$ cat config.mk
export PLATFORM = sky130hd
export DESIGN_NAME = circular_history_stack_core
export DESIGN_NICKNAME = d
export VERILOG_FILES = /design/src/design/chs_pkg.sv /design/src/design/chs_ram.sv /design/src/design/chs_mod_unit.sv /design/src/design/circular_history_stack_core.sv
export SDC_FILE = /design/constraint.sdc
export NUM_CORES = 2
export LEC_CHECK = 0
export ABC_AREA = 1
export BUFFER_PORTS_ARGS = -buffer_cell sky130_fd_sc_hd__buf_2
export CORE_MARGIN = 3
export CORE_UTILIZATION = 32
export DETAILED_ROUTE_END_ITERATION = 12
export PLACE_DENSITY_LB_ADDON = 0.2
export SETUP_SLACK_MARGIN = 0.5
export SLEW_MARGIN = 20
export SYNTH_ARGS = -nofsm -noshare
export SYNTH_HDL_FRONTEND = slang
export SYNTH_SLANG_ARGS = --single-unit
$ cat constraint.sdc
create_clock -name i_clk -period 13.74 [get_ports i_clk]
set_clock_uncertainty 0.1 [all_clocks]
set_input_delay 2.061 -clock i_clk [delete_from_list [all_inputs] [get_ports i_clk]]
set_output_delay 2.061 -clock i_clk [all_outputs]
set_load 0.05 [all_outputs]
$ cat src/design/chs_pkg.sv
// ----------------------------------------------------------------------------
// chs_pkg: shared definitions for the circular history stack
// Field widths, default sizes, command codes and sequencer states.
// ----------------------------------------------------------------------------
package chs_pkg;

    // Fixed widths of the item and register fields.
    localparam int CMD_W    = 2;
    localparam int ITEM_W   = 32;
    localparam int OFFSET_W = 6;
    localparam int CFG_W    = 7;

    // Default store size and the active depth after reset.
    localparam int               DEPTH_DEFAULT       = 64;
    localparam int               ENTRY_WIDTH_DEFAULT = 32;
    localparam logic [CFG_W-1:0] CFG_DEPTH_RESET     = 7'd64;

    typedef enum logic [CMD_W-1:0] {
        CMD_PUSH  = 2'd0,
        CMD_POP   = 2'd1,
        CMD_GET   = 2'd2,
        CMD_FLUSH = 2'd3
    } t_cmd;

    typedef enum logic [1:0] {
        ST_CLEAR  = 2'd0,
        ST_REDUCE = 2'd1,
        ST_RUN    = 2'd2
    } t_state;

endpackage

$ cat src/design/chs_ram.sv
// ----------------------------------------------------------------------------
// chs_ram: generic single-clock RAM
// One write port and one read port; the read data is registered.
// ----------------------------------------------------------------------------
module chs_ram #(
    parameter  int WIDTH = 32,
    parameter  int DEPTH = 64,
    localparam int AW    = (DEPTH > 1) ? $clog2(DEPTH) : 1
) (
    input  logic             i_clk,
    input  logic             i_we,
    input  logic [AW-1:0]    i_waddr,
    input  logic [WIDTH-1:0] i_wdata,
    input  logic             i_re,
    input  logic [AW-1:0]    i_raddr,
    output logic [WIDTH-1:0] o_rdata
);

    logic [WIDTH-1:0] r_mem [DEPTH];
    logic [WIDTH-1:0] r_rdata;

    // Read-first: a read of the entry written at the same edge sees the old data.
    always_ff @(posedge i_clk) begin
        if (i_we) begin
            r_mem[i_waddr] <= i_wdata;
        end
        if (i_re) begin
            r_rdata <= r_mem[i_raddr];
        end
    end

    assign o_rdata = r_rdata;

endmodule

$ cat src/design/chs_mod_unit.sv
// ----------------------------------------------------------------------------
// chs_mod_unit: bit-serial remainder unit
// Computes dividend mod divisor, one dividend bit per cycle (restoring).
// ----------------------------------------------------------------------------
module chs_mod_unit #(
    parameter  int PW = 6,
    parameter  int DW = 7,
    localparam int CW = $clog2(PW + 1)
) (
    input  logic          i_clk,
    input  logic          i_rst_n,
    input  logic          i_start,
    input  logic [PW-1:0] i_dividend,
    input  logic [DW-1:0] i_divisor,
    output logic          o_done,
    output logic [DW-1:0] o_remainder
);

    logic          r_busy;
    logic          r_done;
    logic [CW-1:0] r_cnt;
    logic [PW-1:0] r_src;
    logic [DW-1:0] r_rem;
    logic [DW:0]   trial;
    logic [DW:0]   step_rem;

    // The partial remainder stays below the divisor, so one compare and
    // subtract per bit is enough.
    always_comb begin
        trial    = {r_rem, r_src[PW-1]};
        step_rem = (trial >= {1'b0, i_divisor}) ? trial - {1'b0, i_divisor} : trial;
    end

    always_ff @(posedge i_clk) begin
        if (!i_rst_n) begin
            r_busy <= 1'b0;
            r_done <= 1'b0;
            r_cnt  <= '0;
        end else if (i_start) begin
            r_busy <= 1'b1;
            r_done <= 1'b0;
            r_cnt  <= '0;
        end else if (r_busy) begin
            r_cnt <= r_cnt + 1'b1;
            if (r_cnt == CW'(PW - 1)) begin
                r_busy <= 1'b0;
                r_done <= 1'b1;
            end
        end else begin
            r_done <= 1'b0;
        end
    end

    always_ff @(posedge i_clk) begin
        if (i_start) begin
            r_src <= i_dividend;
            r_rem <= '0;
        end else if (r_busy) begin
            r_src <= r_src << 1;
            r_rem <= step_rem[DW-1:0];
        end
    end

    assign o_done      = r_done;
    assign o_remainder = r_rem;

endmodule

$ cat src/design/circular_history_stack_core.sv
// ----------------------------------------------------------------------------
// circular_history_stack_core: ring-buffer undo history stack
// Push, pop, get and flush over a ring of entries held in one RAM.
// ----------------------------------------------------------------------------
// Usage. Commands arrive on the input channel (i_in_valid / o_in_stall) with
// i_command, i_item_value and i_offset; every command yields exactly one item
// on the output channel (o_out_valid / i_out_stall). An item is taken at a
// rising edge where valid is high and stall is low.
// An accepted item passes through stage B and then the output register, from
// which its result is taken. Push, pop and get run back to back at one item
// per cycle while the output is not stalled: the RAM read happens in the
// accept cycle, the result and write-back in stage B, and a read that hits the
// entry being written is forwarded. A flush answers at once but then sweeps
// the RAM to zero, one entry per cycle, holding off new items while it runs.
// After reset the same sweep runs before the first item is taken.
// A write of the active depth (i_cfg_wr_en) starts a bit-serial reduction of
// the ring position modulo the new depth, during which input is stalled.
// When the receiver stalls, one result waits in the output register and one
// more command can finish into the stage behind it; after that o_in_stall is
// raised until the output register frees up.
// ----------------------------------------------------------------------------
module circular_history_stack_core #(
    parameter int DEPTH       = chs_pkg::DEPTH_DEFAULT,
    parameter int ENTRY_WIDTH = chs_pkg::ENTRY_WIDTH_DEFAULT
) (
    input  logic                         i_clk,
    input  logic                         i_rst_n,
    // Configuration: active depth register.
    input  logic                         i_cfg_wr_en,
    input  logic [chs_pkg::CFG_W-1:0]    i_cfg_wr_data,
    // Command channel.
    input  logic                         i_in_valid,
    output logic                         o_in_stall,
    input  logic [chs_pkg::CMD_W-1:0]    i_command,
    input  logic [chs_pkg::ITEM_W-1:0]   i_item_value,
    input  logic [chs_pkg::OFFSET_W-1:0] i_offset,
    // Result channel.
    output logic                         o_out_valid,
    input  logic                         i_out_stall,
    output logic [chs_pkg::ITEM_W-1:0]   o_result_value,
    output logic                         o_offset_error
);

    // Address width, depth-count width, width of position sums, and the
    // common width used to move between item and entry sizes.
    localparam int AW   = (DEPTH > 1) ? $clog2(DEPTH) : 1;
    localparam int DW   = $clog2(DEPTH + 1);
    localparam int SW   = ((DW > chs_pkg::OFFSET_W) ? DW : chs_pkg::OFFSET_W) + 1;
    localparam int XW   = (DW > chs_pkg::CFG_W) ? DW : chs_pkg::CFG_W;
    localparam int PADW = (ENTRY_WIDTH > chs_pkg::ITEM_W) ? ENTRY_WIDTH : chs_pkg::ITEM_W;

    // Effective depth: zero acts as one, anything above DEPTH acts as DEPTH.
    function automatic logic [DW-1:0] f_clamp_depth(input logic [chs_pkg::CFG_W-1:0] raw);
        logic [XW-1:0] raw_ext;
        logic [DW-1:0] depth;
        raw_ext = XW'(raw);
        if (raw_ext == '0) begin
            depth = DW'(1);
        end else if (raw_ext > XW'(DEPTH)) begin
            depth = DW'(DEPTH);
        end else begin
            depth = raw_ext[DW-1:0];
        end
        return depth;
    endfunction

    // ------------------------------------------------------------------
    // Control state
    // ------------------------------------------------------------------
    chs_pkg::t_state r_state, n_state;
    logic [AW-1:0]   r_clr_addr, n_clr_addr;
    logic            r_need_red, n_need_red;
    logic            mod_start;
    logic            mod_done;
    logic [DW-1:0]   mod_rem;

    logic [DW-1:0]   r_depth;     // effective active depth
    logic [AW-1:0]   r_pos;       // ring position as last left by a command
    logic [AW-1:0]   r_eff;       // r_pos reduced modulo the current depth

    // Stage B: RAM read in flight, result and write-back pending.
    logic                  r_b_valid;
    chs_pkg::t_cmd         r_b_cmd;
    logic [AW-1:0]         r_b_addr;
    logic [ENTRY_WIDTH-1:0] r_b_entry;
    logic                  r_b_err;
    logic                  r_b_fwd;
    logic [ENTRY_WIDTH-1:0] r_b_fwd_data;

    // Output register.
    logic                       r_out_valid;
    logic [chs_pkg::ITEM_W-1:0] r_out_result;
    logic                       r_out_err;

    // ------------------------------------------------------------------
    // Handshake
    // ------------------------------------------------------------------
    logic out_blocked;
    logic b_done;
    logic in_accept;

    assign out_blocked = r_out_valid && i_out_stall;
    assign b_done      = r_b_valid && !out_blocked;
    assign o_in_stall  = (r_state != chs_pkg::ST_RUN) || r_need_red ||
                         (r_b_valid && out_blocked);
    assign in_accept   = i_in_valid && !o_in_stall;

    // ------------------------------------------------------------------
    // Stage A: position arithmetic and RAM address for the new command
    // ------------------------------------------------------------------
    chs_pkg::t_cmd          cmd;
    logic [SW-1:0]          eff_ext, depth_ext, off_ext, inc_pos, sum_pos;
    logic [SW-1:0]          push_pos, pop_pos, get_pos;
    logic                   get_err;
    logic [AW-1:0]          rd_addr;
    logic [AW-1:0]          new_pos;
    logic [PADW-1:0]        item_pad;
    logic [ENTRY_WIDTH-1:0] item_entry;

    always_comb begin
        cmd       = chs_pkg::t_cmd'(i_command);
        eff_ext   = SW'(r_eff);
        depth_ext = SW'(r_depth);
        off_ext   = SW'(i_offset);
        inc_pos   = eff_ext + SW'(1);
        push_pos  = (inc_pos < depth_ext) ? inc_pos : '0;
        pop_pos   = (r_eff != '0) ? eff_ext - SW'(1) : depth_ext - SW'(1);
        // Position and offset are both below the depth when the get is legal,
        // so one subtract wraps the sum.
        sum_pos   = eff_ext + off_ext;
        get_pos   = (sum_pos >= depth_ext) ? sum_pos - depth_ext : sum_pos;
        get_err   = (off_ext >= depth_ext);
        item_pad  = PADW'(i_item_value);
        item_entry = item_pad[ENTRY_WIDTH-1:0];

        case (cmd)
            chs_pkg::CMD_PUSH: begin
                rd_addr = r_eff;
                new_pos = push_pos[AW-1:0];
            end
            chs_pkg::CMD_POP: begin
                rd_addr = pop_pos[AW-1:0];
                new_pos = pop_pos[AW-1:0];
            end
            chs_pkg::CMD_GET: begin
                rd_addr = get_pos[AW-1:0];
                new_pos = r_eff;
            end
            default: begin
                rd_addr = r_eff;
                new_pos = r_eff;
            end
        endcase
    end

    // ------------------------------------------------------------------
    // Stage B: result selection and write-back
    // ------------------------------------------------------------------
    logic                   b_we;
    logic [ENTRY_WIDTH-1:0] b_wdata;
    logic [ENTRY_WIDTH-1:0] ram_rdata;
    logic [ENTRY_WIDTH-1:0] b_data;
    logic [PADW-1:0]        b_data_pad;
    logic [chs_pkg::ITEM_W-1:0] b_result;
    logic                   fwd_hit;

    always_comb begin
        b_we    = 1'b0;
        b_wdata = '0;
        case (r_b_cmd)
            chs_pkg::CMD_PUSH: begin
                b_we    = 1'b1;
                b_wdata = r_b_entry;
            end
            chs_pkg::CMD_POP: begin
                b_we    = 1'b1;
            end
            default: begin
                b_we    = 1'b0;
            end
        endcase

        // A read issued at the edge where stage B writes the same entry
        // returns stale data, so the written value is carried along instead.
        b_data     = r_b_fwd ? r_b_fwd_data : ram_rdata;
        b_data_pad = PADW'(b_data);

        case (r_b_cmd)
            chs_pkg::CMD_PUSH,
            chs_pkg::CMD_POP: begin
                b_result = b_data_pad[chs_pkg::ITEM_W-1:0];
            end
            chs_pkg::CMD_GET: begin
                b_result = r_b_err ? '0 : b_data_pad[chs_pkg::ITEM_W-1:0];
            end
            default: begin
                b_result = '0;
            end
        endcase

        fwd_hit = b_done && b_we && (r_b_addr == rd_addr);
    end

    // ------------------------------------------------------------------
    // RAM ports: the clearing sweep owns the write port while it runs.
    // ------------------------------------------------------------------
    logic                   ram_we;
    logic [AW-1:0]          ram_waddr;
    logic [ENTRY_WIDTH-1:0] ram_wdata;

    always_comb begin
        if (r_state == chs_pkg::ST_CLEAR) begin
            ram_we    = 1'b1;
            ram_waddr = r_clr_addr;
            ram_wdata = '0;
        end else begin
            ram_we    = b_done && b_we;
            ram_waddr = r_b_addr;
            ram_wdata = b_wdata;
        end
    end

    chs_ram #(
        .WIDTH (ENTRY_WIDTH),
        .DEPTH (DEPTH)
    ) u_ram (
        .i_clk   (i_clk),
        .i_we    (ram_we),
        .i_waddr (ram_waddr),
        .i_wdata (ram_wdata),
        .i_re    (in_accept),
        .i_raddr (rd_addr),
        .o_rdata (ram_rdata)
    );

    chs_mod_unit #(
        .PW (AW),
        .DW (DW)
    ) u_mod (
        .i_clk       (i_clk),
        .i_rst_n     (i_rst_n),
        .i_start     (mod_start),
        .i_dividend  (r_pos),
        .i_divisor   (r_depth),
        .o_done      (mod_done),
        .o_remainder (mod_rem)
    );

    // ------------------------------------------------------------------
    // Sequencer: reset/flush clearing sweep, position reduction, run.
    // ------------------------------------------------------------------
    always_comb begin
        n_state    = r_state;
        n_clr_addr = r_clr_addr;
        mod_start  = 1'b0;

        case (r_state)
            chs_pkg::ST_CLEAR: begin
                n_clr_addr = r_clr_addr + 1'b1;
                if (r_clr_addr == AW'(DEPTH - 1)) begin
                    n_clr_addr = '0;
                    n_state    = chs_pkg::ST_RUN;
                end
            end
            chs_pkg::ST_REDUCE: begin
                // A depth write during the reduction restarts it.
                if (r_need_red) begin
                    mod_start = 1'b1;
                end else if (mod_done) begin
                    n_state = chs_pkg::ST_RUN;
                end
            end
            chs_pkg::ST_RUN: begin
                if (r_need_red) begin
                    mod_start = 1'b1;
                    n_state   = chs_pkg::ST_REDUCE;
                end else if (in_accept && (cmd == chs_pkg::CMD_FLUSH)) begin
                    n_state = chs_pkg::ST_CLEAR;
                end
            end
            default: begin
                n_state = chs_pkg::ST_RUN;
            end
        endcase

        if (i_cfg_wr_en) begin
            n_need_red = 1'b1;
        end else if (mod_start) begin
            n_need_red = 1'b0;
        end else begin
            n_need_red = r_need_red;
        end
    end

    always_ff @(posedge i_clk) begin
        if (!i_rst_n) begin
            r_state    <= chs_pkg::ST_CLEAR;
            r_clr_addr <= '0;
            r_need_red <= 1'b0;
        end else begin
            r_state    <= n_state;
            r_clr_addr <= n_clr_addr;
            r_need_red <= n_need_red;
        end
    end

    // Active depth and ring position.
    always_ff @(posedge i_clk) begin
        if (!i_rst_n) begin
            r_depth <= f_clamp_depth(chs_pkg::CFG_DEPTH_RESET);
            r_pos   <= '0;
            r_eff   <= '0;
        end else begin
            if (i_cfg_wr_en) begin
                r_depth <= f_clamp_depth(i_cfg_wr_data);
            end
            if (in_accept) begin
                r_pos <= new_pos;
                r_eff <= new_pos;
            end else if ((r_state == chs_pkg::ST_REDUCE) && mod_done && !r_need_red) begin
                r_eff <= mod_rem[AW-1:0];
            end
        end
    end

    // Stage B and output register control.
    always_ff @(posedge i_clk) begin
        if (!i_rst_n) begin
            r_b_valid   <= 1'b0;
            r_out_valid <= 1'b0;
        end else begin
            if (in_accept) begin
                r_b_valid <= 1'b1;
            end else if (b_done) begin
                r_b_valid <= 1'b0;
            end
            if (b_done) begin
                r_out_valid <= 1'b1;
            end else if (!i_out_stall) begin
                r_out_valid <= 1'b0;
            end
        end
    end

    // Stage B and output payload.
    always_ff @(posedge i_clk) begin
        if (in_accept) begin
            r_b_cmd      <= cmd;
            r_b_addr     <= rd_addr;
            r_b_entry    <= item_entry;
            r_b_err      <= (cmd == chs_pkg::CMD_GET) && get_err;
            r_b_fwd      <= fwd_hit;
            r_b_fwd_data <= b_wdata;
        end
        if (b_done) begin
            r_out_result <= b_result;
            r_out_err    <= r_b_err;
        end
    end

    assign o_out_valid    = r_out_valid;
    assign o_result_value = r_out_result;
    assign o_offset_error = r_out_err;

endmodule

==> flow_summary.yaml <==
critical_path:
  cp.arrival_ns: 9.19
  timing.critical_path.required_ns: 14.25
  reg2regPathDepth: 23
  timing_worst_setup_path_type: "primary input to flop"
  crit_path_end_kind: "flop"
  cpMaxStageDelayCell: "buf_4"
  critPathMostFrequentCell: "nand3_1"
  critical_path.max_fanout: 131
  cpPeakStageDelay_ns: 0.81
  worstSetupStartpointType: "primary input"
run:
  cap_viol_max_count: 0
synthesis:
  post_synthesis_net_count: 9079
  synth_flop_cell: "edfxtp_1"
  syn_area_per_cell_um2: 11.0
  netlist_area_um2: 99000
  synth-async-reset-ratio_pct: 0
  synth_unique_cells: 44
  synth_edf_count: 2193
  post_synth_inst_count: 8979
  yosys_warnings: 0
  yosys_register_bits: 2235
  synth-seq-area-share_pct: 67.4
detailed_routing:
  drt-initial-drc-count: 7328
  route.detailed.wl_per_inst_um: 25.0
  drc_errors: 0
  detail_route.vias_per_cell: 5.11
  route.antenna.remaining_nets: 0
  detailroute.via_count: 67500
  routed_wire_length_um: 330000
  number_of_iterations_in_the_first_detailed_routing_pass: 6
placement:
  postPlaceCellArea_um2: 104000
  place.gp.congestion: 0.818
  dpl.hpwl_um: 166000
  portBuffers: 86
  post-place-cells: 12800
status:
  outcome: "finished, final reports clean"
grt:
  pin_count_of_the_biggest_net_entering_global_routing: 184
  grt_pass1_vias: 64900
  antenna_violations_before_repair: 14
  grt_util_all_layers_pct: 20.4
  globalRoute.totalOverflow: 0
  grt_first_pass_wirelength_um: 474000
clocking:
  cts_resized: 0
  cts-buffers-inserted: 238
  cts_buffer_depth: 3
  htree_num_levels: 4
  cts_sinks: 2235
  worst_setup_hold_path_clk_slew_ns: 0.06
  cts_tree: "built"
  insertion_delay_ns: 0.92
  number_of_buffers_inserted_by_post_cts_setup_repair: 0
  cts_root_buffer: "clkbuf_16"
  hold_buffers: 0
die:
  die_h_um: 562
  num_rows: 203
  die-area_um2: 316000
  core_area_um2: 307000
  floorplan.initialDensity_pct: 32.3
  top_ports: 87
  die_x_um: 562
timing:
  maxSlewViolCount: 0
  timing.final.crit_period_ns: 8.68
  tightestPinTransition_ns: 1.14
  setup_viol: 0
  timing.setup.tns_ns: 0
  grt_setup_unrepaired: "false"
  worst_slew_margin_rel_pct: 23.9
  max_freq_mhz: 115
  final-hold-violation-count: 0
  min_period_over_period_pct: 63.2
cells_and_area:
  n_fill_cell: 30200
  final_design_utilization_pct: 36.4
  footprint_of_the_flip_flops_and_latches_um2: 66700
  most-common-layout-cells: "edfxtp_1 (2,193), nand3_1 (2,175), nand2_1 (1,457), inv_1 (1,399), nand3b_1 (673)"
  nNetsFinal: 9012
  post_layout_nonfiller_instances: 13200
  post_route_cells_drive_above_1_share_pct: 8.28
  area_grow_syn2layout_pct: 12.7
  final_cell_area_um2: 112000
  multi_input_comb_area_um2: 25000
  layout.cells.most_common: "edfxtp_1"
hold_path:
  hold_depth: 2
  min_path_type: "flop to flop"
power_and_ir_drop:
  ir_worst_vdd_uv: 144
  power.static_leakage_uw: 0.0436
  power.density_cell_area_nw_per_um2: 139
registers in the layout, indices dropped and copies added, names as in the netlist:
register	cells
r_depth	7
r_b_valid	1
r_b_err	1
u_mod.r_busy	1
o_result_value	32
r_b_addr	6
u_ram.o_rdata	32
u_mod.r_src	6
u_mod.r_cnt	3
r_b_fwd	1
o_offset_error	1
r_eff	6
u_mod.o_done	1
o_out_valid	1
r_clr_addr	6
u_ram.r_mem	2048
r_b_entry	32
r_need_red	1
u_mod.o_remainder	7
r_pos	6
r_b_cmd	2
r_b_fwd_data	32
r_state	2
cells by family (layout without fill, tap and decap cells):
kind of cell | count (synthesis) | count (layout) | share of synthesized area (%)
simple gates | 4528 | 4528 | 22.6
flops | 2235 | 2235 | 67.4
buf+inv | 1982 | 2114 | 8.11
compound gates | 135 | 135 | 0.761
fa+ha+maj | 48 | 48 | 0.629
mux | 32 | 32 | 0.364
xor+xnor | 19 | 19 | 0.168
other cells | 0 | 7 | 0
final timing paths:
| path | startpoint | end | slack (ns) |
|---|---|---|---|
| max | i_offset[0] | u_ram.o_rdata[0] | 5.06 |
| min | r_pos[0] | r_pos[0] | 0.38 |
| max reg2reg | r_eff[1] | u_ram.o_rdata[0] | 5.67 |
| min reg2reg | r_pos[0] | r_pos[0] | 0.38 |
Yosys cell counts (2+ instances only):
library cell,count,area (µm²)
buf_6,8,90.1
buf_4,21,158
xor2_1,12,105
nor2_1,154,578
or2_2,6,37.5
o21ai_1,5,25.0
buf_1,13,48.8
nand3_1,2175,10900
nand3_2,3,30.0
inv_2,8,30.0
o21bai_1,3,22.5
buf_2,361,1810
inv_1,1401,5260
nand3b_1,673,5050
a21oi_1,64,320
o22ai_1,4,25.0
nand4_1,12,75.1
nand2_1,1458,5470
a31oi_1,5,31.3
xnor2_1,7,61.3
nand2_4,2,22.5
fa_1,3,60.1
nor3_1,41,205
o211ai_1,3,22.5
dfxtp_1,42,841
o21ai_0,35,175
clkbuf_1,170,638
edfxtp_1,2193,65900
o21a_1,3,22.5
o31ai_1,2,15.0
mux2_2,32,360
ha_1,45,563
o21ai_2,4,35.0
power by group:
| part | total (µW) | switching (µW) | internal (µW) | leakage, µW |
|---|---|---|---|---|
| combinational | 1860 | 1430 | 430 | 0.0209 |
| sequential | 7440 | 12.9 | 7430 | 0.0191 |
| clock | 6210 | 2780 | 3430 | 0.00363 |
critical path: cells and delay by family:
| family | cells | cell delay, ns |
|---|---|---|
| and+or+nand+nor | 13 | 2.83 |
| xor gates and xnor gates | 1 | 0.22 |
| buffers and inverters | 6 | 2.42 |
| AOI/OAI and AO/OA | 2 | 0.47 |
| adders and majority gates | 3 | 0.89 |
per-layer routing:
| metal | share of wire, % | GRT usage (%) |
|---|---|---|
| met5 | 0.0039 | 0 |
| met4 | 4.0 | 7.83 |
| met2 | 45 | 32.3 |
| met1 | 44 | 28.3 |
| met3 | 6.6 | 2.83 |
cell type report:
class                   instances  share of cell area, %
flip-flops and latches       2235                   59.7
multi-input cells            4762                   22.4
clock buffers                 284                   5.49
inverters                    1409                   4.76
well taps                    4100                   4.60
repair buffers                266                   1.78
clock inverters               155                   1.18
diodes                          7                 0.0157
per-stage QoR:
step / worst slack, ns / power [µW] / hold WS [ns]
6_report: 5.06 / 15500 / 0.384
3_3_place_gp: 4.40 / 9440 / 0.359
4_1_cts: 5.32 / 15600 / 0.374
2_1_floorplan: 8.19 / 8700 / 0.329
3_5_place_dp: 4.37 / 9440 / 0.360
5_1_grt: 4.85 / 16000 / 0.412
Note: power is estimated with default switching activity, not from simulation.
